<file path="src/rtl/core/wsrag_pkg.sv">
// shared constants, codes and state types of the windowed spread/range activity gate
`default_nettype none
package wsrag_pkg;
    localparam int NUM_SYMBOLS_DEF  = 8;
    localparam int WINDOW_DEPTH_DEF = 64;

    localparam int SYM_W      = 3;
    localparam int TIME_W     = 48;
    localparam int MID_W      = 32;
    localparam int SPR_W      = 16;
    localparam int OUT_W      = 24;
    localparam int WIN_W      = 32;
    localparam int CFG_IDX_W  = 8;
    localparam int CFG_DATA_W = 32;
    localparam int SCALE_W    = 22;
    localparam int PROD_W     = MID_W + SCALE_W;

    // 10000 bps times 256
    localparam logic [SCALE_W-1:0] SCALE_BPS = 22'd2560000;
    localparam logic [OUT_W-1:0]   SAT_MAX   = {OUT_W{1'b1}};

    localparam logic [WIN_W-1:0] WINDOW_MS_RST      = 32'd1000;
    localparam logic [OUT_W-1:0] MAX_AVG_SPREAD_RST = 24'd384;
    localparam logic [OUT_W-1:0] MIN_RANGE_RST      = 24'd128;
    localparam logic [OUT_W-1:0] MIN_ACTIVITY_RST   = 24'd128;

    localparam logic [CFG_IDX_W-1:0] REG_WINDOW_MS      = 8'd0;
    localparam logic [CFG_IDX_W-1:0] REG_MAX_AVG_SPREAD = 8'd1;
    localparam logic [CFG_IDX_W-1:0] REG_MIN_RANGE      = 8'd2;
    localparam logic [CFG_IDX_W-1:0] REG_MIN_ACTIVITY   = 8'd3;

    typedef enum logic {
        CMD_STORE = 1'b0,
        CMD_QUERY = 1'b1
    } t_cmd;

    typedef enum logic [1:0] {
        DV_IDLE,
        DV_CHK,
        DV_RUN,
        DV_DONE
    } t_div_state;

    typedef enum logic [3:0] {
        GS_IDLE,
        GS_PR_RD,
        GS_PR_CHK,
        GS_W_RD,
        GS_W_ACC,
        GS_W_DIV,
        GS_W_NEXT,
        GS_AVG_GO,
        GS_AVG_W,
        GS_RNG_GO,
        GS_RNG_W,
        GS_DONE
    } t_gate_state;
endpackage
`default_nettype wire

</file>
<file path="src/rtl/core/wsrag_div.sv">
// shared serial divider, optional scale by 2560000, quotient saturated to 24 bits
`default_nettype none
module wsrag_div import wsrag_pkg::*; (
    input  wire logic             i_clk,
    input  wire logic             i_rst_n,
    input  wire logic             i_start,
    input  wire logic [MID_W-1:0] i_a,
    input  wire logic [MID_W-1:0] i_b,
    input  wire logic             i_scale,
    output logic                  o_done,
    output logic [OUT_W-1:0]      o_q
);
    t_div_state r_state, n_state;
    logic [PROD_W-1:0] r_num;
    logic [MID_W-1:0]  r_den;
    logic [MID_W:0]    r_rem;
    logic [OUT_W-1:0]  r_lo;
    logic [OUT_W-1:0]  r_q;
    logic [4:0]        r_cnt;

    logic              sat;
    logic [MID_W:0]    trial;
    logic              take;

    assign sat   = {2'b00, r_num} >= {r_den, {OUT_W{1'b0}}};
    assign trial = {r_rem[MID_W-1:0], r_lo[OUT_W-1]};
    assign take  = trial >= {1'b0, r_den};

    always_comb begin
        n_state = r_state;
        unique case (r_state)
            DV_IDLE: if (i_start) n_state = DV_CHK;
            DV_CHK:  n_state = sat ? DV_DONE : DV_RUN;
            DV_RUN:  if (r_cnt == 5'(OUT_W - 1)) n_state = DV_DONE;
            DV_DONE: n_state = DV_IDLE;
            default: n_state = DV_IDLE;
        endcase
    end

    always_comb begin
        o_done = (r_state == DV_DONE);
        o_q    = r_q;
    end

    always_ff @(posedge i_clk) begin
        if (!i_rst_n) begin
            r_state <= DV_IDLE;
        end else begin
            r_state <= n_state;
        end
    end

    always_ff @(posedge i_clk) begin
        case (r_state)
            DV_IDLE: begin
                if (i_start) begin
                    r_num <= i_scale ? PROD_W'(i_a * SCALE_BPS) : PROD_W'(i_a);
                    r_den <= i_b;
                end
            end
            DV_CHK: begin
                r_rem <= (MID_W+1)'(r_num[PROD_W-1:OUT_W]);
                r_lo  <= r_num[OUT_W-1:0];
                r_cnt <= '0;
                r_q   <= sat ? SAT_MAX : '0;
            end
            DV_RUN: begin
                r_rem <= take ? trial - {1'b0, r_den} : trial;
                r_lo  <= {r_lo[OUT_W-2:0], 1'b0};
                r_q   <= {r_q[OUT_W-2:0], take};
                r_cnt <= r_cnt + 5'd1;
            end
            default: begin
            end
        endcase
    end
endmodule
`default_nettype wire

</file>
<file path="config.mk">
export PLATFORM = sky130hd
export DESIGN_NAME = wsrag_div
export DESIGN_NICKNAME = d
export VERILOG_FILES = /design/src/rtl/core/wsrag_pkg.sv /design/src/rtl/core/wsrag_div.sv
export SDC_FILE = /design/constraint.sdc
export NUM_CORES = 1
export LEC_CHECK = 0
export ABC_AREA = 1
export BUFFER_PORTS_ARGS = -buffer_cell sky130_fd_sc_hd__buf_2
export CORE_MARGIN = 5
export CORE_UTILIZATION = 47
export DETAILED_ROUTE_END_ITERATION = 12
export GPL_ROUTABILITY_DRIVEN = 0
export PLACE_DENSITY = 0.67
export SYNTH_ARGS = -nofsm -noshare
export SYNTH_HDL_FRONTEND = slang
export SYNTH_SLANG_ARGS = --single-unit
</file>
<file path="constraint.sdc">
create_clock -name i_clk -period 6.8 [get_ports i_clk]
set_input_delay 0 -clock i_clk [delete_from_list [all_inputs] [get_ports i_clk]]
set_output_delay 0 -clock i_clk [all_outputs]
set_load 0.005 [all_outputs]
</file>
==> qor.csv <==
stage,metric,value,unit
grt,M3 GR Usage,2.49,%
sta,fin crit period,4.47,ns
cts,post-cts resize count,0,
cts,Root Buffer,clkbuf_16,
yosys,top post-synthesis cells by area,"edfxtp_1, ha_1, nand2_1, inv_1, fa_1",
worst_setup_path,crit path max fanout,5,
worst_setup_path,critical path's most frequent cell,inv_1,
pwr,Worst IR Drop VDD,0.272,mV
hold_path,Worst Hold Depth,3,
worst_setup_path,Worst Setup Start Kind,input pin,
sta,setup_tns,0,ns
worst_setup_path,"Critical Path, Cell by Cell","dlygate4sd3_1, buf_2, inv_1, fa_1, inv_1, ha_1, fa_1, ha_1, inv_1, fa_1, inv_1, ha_1, nand2_1, o21ai_0, a21oi_1, nor2_1, nor2_1, nand3_1, nand2_1, nand2_1, nor2_1",
cts,Sink Count,173,
die,Die H,196,um
grt,met1 usage,29.2,%
outcome,status,completed,
worst_setup_path,Worst setup EP type,flip-flop,
yosys,Netlist cell types,44,
die,starting density of the core,47.4,%
final_layout,Area Growth Syn to Fin,11.5,%
sta,clock skew,0.0138,ns
sta,Slew Limit Fails,0,
yosys,Post-Synthesis Cells,2114,
routing,WL final,42100,um
grt,largest net degree at the start of global routing,110,
grt,met2 usage,37.6,%
grt,number of global-route vias before repair,13600,
final_layout,post-layout instance area,18200,sq um
sta,final worst path period share,65.7,%
cts,CTS Buf Count,17,
final_layout,Ant. Diodes,0,
yosys,"FF+latch count, synth",173,
routing,ANT nets after route,0,
yosys,cell with the most instances after synthesis,nand2_1,
hold_path,Worst Hold Class,in2reg,
grt,most used routing layer,met2,
yosys,Yosys top cell area share,31.5,%
yosys,Syn Nets,2452,
sta,unrepaired setup endpoints after global routing,no,
yosys,largest area contributor in the netlist,edfxtp_1,
cts,"Clk Latency, worst-skew pair",0.44,ns
yosys,"Top FF cell, synth",edfxtp_1,
yosys,sequential share of the synthesized area,31.7,%
sta,Worst Tran Pin Value,1.18,ns
grt,initial antenna violation count,0,
cts,cts hold-fix bufs,40,
worst_setup_path,"Req. time, crit path",7.04,ns
worst_setup_path,Crit Path Class,in2reg,
worst_setup_path,max incr delay on CP,0.54,ns
worst_setup_path,worst r2r path cells,11,
yosys,asr flop ratio synth,0,%
sta,Fmax,224,MHz
cts,setup bufs post-CTS,0,
pwr,P per Cell Area,496,nW/um^2
routing,drt initial violations,1064,
die,DIE WIDTH,196,um
yosys,syn avg cell area,7.71,sq um
cts,Clock Path Buffers,2,
place,dpl hpwl,33600,um
grt,global-route wire length before repair,68500,um
yosys,Ys Warns,0,
sta,final setup violation count,0,
worst_setup_path,Critical Path AT,4.71,ns
sta,Max-Slew Margin vs Limit,21.5,%
die,CORE AREA,34400,sq um
grt,GRT Util Overall,22.0,%
sta,worst setup margin,2.33,ns
grt,GRT overflow,0,
place,input/output buffers,92,
die,die area,38500,sq um
routing,drt wl/cell,15.6,um
job,Max Cap Viol,0,
worst_setup_path,CP top delay family,adder cells,
die,# IOs,93,
die,row cnt,68,
place,Setup WS pre-CTS,2.33,ns
yosys,synth cell count leaders,"nand2_1, inv_1, ha_1",
cts,"Clk pin slew, worst setup/hold paths",0.08,ns
final_layout,register area,5170,sq um
cts,CTS tree,done,
final_layout,nets@finish,2573,
routing,Detailed Routing Iterations Pass 1,6,
worst_setup_path,CP Depth,21,
cts,CTS H-tree depth,4,
final_layout,fraction of layout cells with a size suffix above 1,6.76,%
yosys,"EDFF count, synth",171,
final_layout,fillers,3336,
yosys,synthesized area,16300,sq um
worst_setup_path,slowest CP cell,dlygate4sd3_1,
worst_setup_path,worst path bufs/invs,6,
place,Placement Cell Area,17200,sq um
routing,total number of vias,13900,
final_layout,area of the multi-input gates,9180,sq um
pwr,Pleak,9.51,nW
routing,via/cell ratio,5.14,
sta,final hold violations,0,
routing,drt drc,0,
final_layout,Final Core Density,52.9,%
-- through the flow --
stage,hold WS (ns),instances,power (mW)
6_report,0.0256,2702,9.02
5_1_grt,0.0442,2702,9.91
4_1_cts,0.00208,2702,8.98
3_5_place_dp,0.178,2631,7.95
3_3_place_gp,0.179,2631,7.87
2_1_floorplan,0.0989,2114,6.41
-- kinds of logic (layout without fill, tap and decap cells) --
| group | count (synthesis) | in the layout | synth area share (%) |
|---|---|---|---|
| AND/OR/NAND/NOR | 908 | 908 | 22.9 |
| buffers and inverters | 513 | 646 | 12.1 |
| adder cells (fa/ha/maj) | 270 | 270 | 24.6 |
| AO/OA/AOI/OAI | 227 | 227 | 7.44 |
| flip-flops | 173 | 173 | 31.7 |
| XOR/XNOR | 23 | 23 | 1.24 |
-- cells in the final DEF, fill, tap and decap left out, types with 2 or more instances in the layout --
master           n
a21o_1           6
nor3_1           8
nand2_1        563
o22ai_1          4
buf_4            3
dfxtp_1          2
ha_4             2
edfxtp_1       171
nand2_2         14
inv_1          478
inv_6            2
ha_1           184
clkinv_1         3
o21ai_0         90
fa_1            84
nor2_1         165
nand4_1         17
xnor2_1         18
nand3b_1         2
and2_1           3
nand3_1        118
nor2_2           4
dlygate4sd3_1   40
o21bai_1         6
o21a_1           5
clkinv_4         4
xor2_1           5
clkinv_2         2
nor4_1           5
a21boi_0         3
a21oi_1        107
bufinv_16        2
clkbuf_16       17
buf_2           92
nor3_2           2
o211ai_1         2
-- final timing paths --
kind / start / to / slack [ns]
setup reg to reg: r_den[26] / r_rem[15] / 3.64
hold reg to reg: r_lo[13] / r_lo[14] / 0.53
hold / removal: i_a[22] / r_num[22] / 0.03
setup / recovery: i_a[26] / r_num[53] / 2.33
-- report_power, final --
| part | switching [mW] | internal (mW) |
|---|---|---|
| clock | 0.431 | 0.542 |
| sequential | 0.256 | 1.91 |
| combinational | 3.92 | 1.97 |
| total | 4.61 | 4.42 |
-- registers in the layout, indices dropped and copies added (netlist names) --
name	count
r_num	54
r_den	32
r_rem	32
o_q	24
r_lo	24
r_cnt	5
r_state	2
-- routing by layer --
metal  routed length, um  vias to the layer above  share of wire [%]
li1                    -                     6893                  -
met1               18500                     6444                 44
met2               20300                      445                 48
met3                2140                       97                5.1
met4                1220                        0                2.9
met5                   0                        -                  0
-- layout make-up --
cell class                      count  share of cell area, %
Sequential cell                   173                   28.5
Multi-Input combinational cell   1428                   50.5
Clock buffer                       18                   2.36
Clock inverter                     13                  0.771
Inverter                          480                   9.92
Timing Repair Buffer              135                   4.86
Tap cell                          455                   3.13
-- worst reg2reg max path: stages, from the launching register on --
cell      delay, ns
edfxtp_1       0.38
inv_1          0.14
ha_1           0.30
nand2_1        0.09
nand2_1        0.08
a21oi_1        0.18
o21ai_0        0.18
a21oi_4        0.90
nand2_8        0.34
nand2_1        0.16
nand3_1        0.14
nand2_1        0.14
Note: power is estimated with default switching activity, not from simulation.
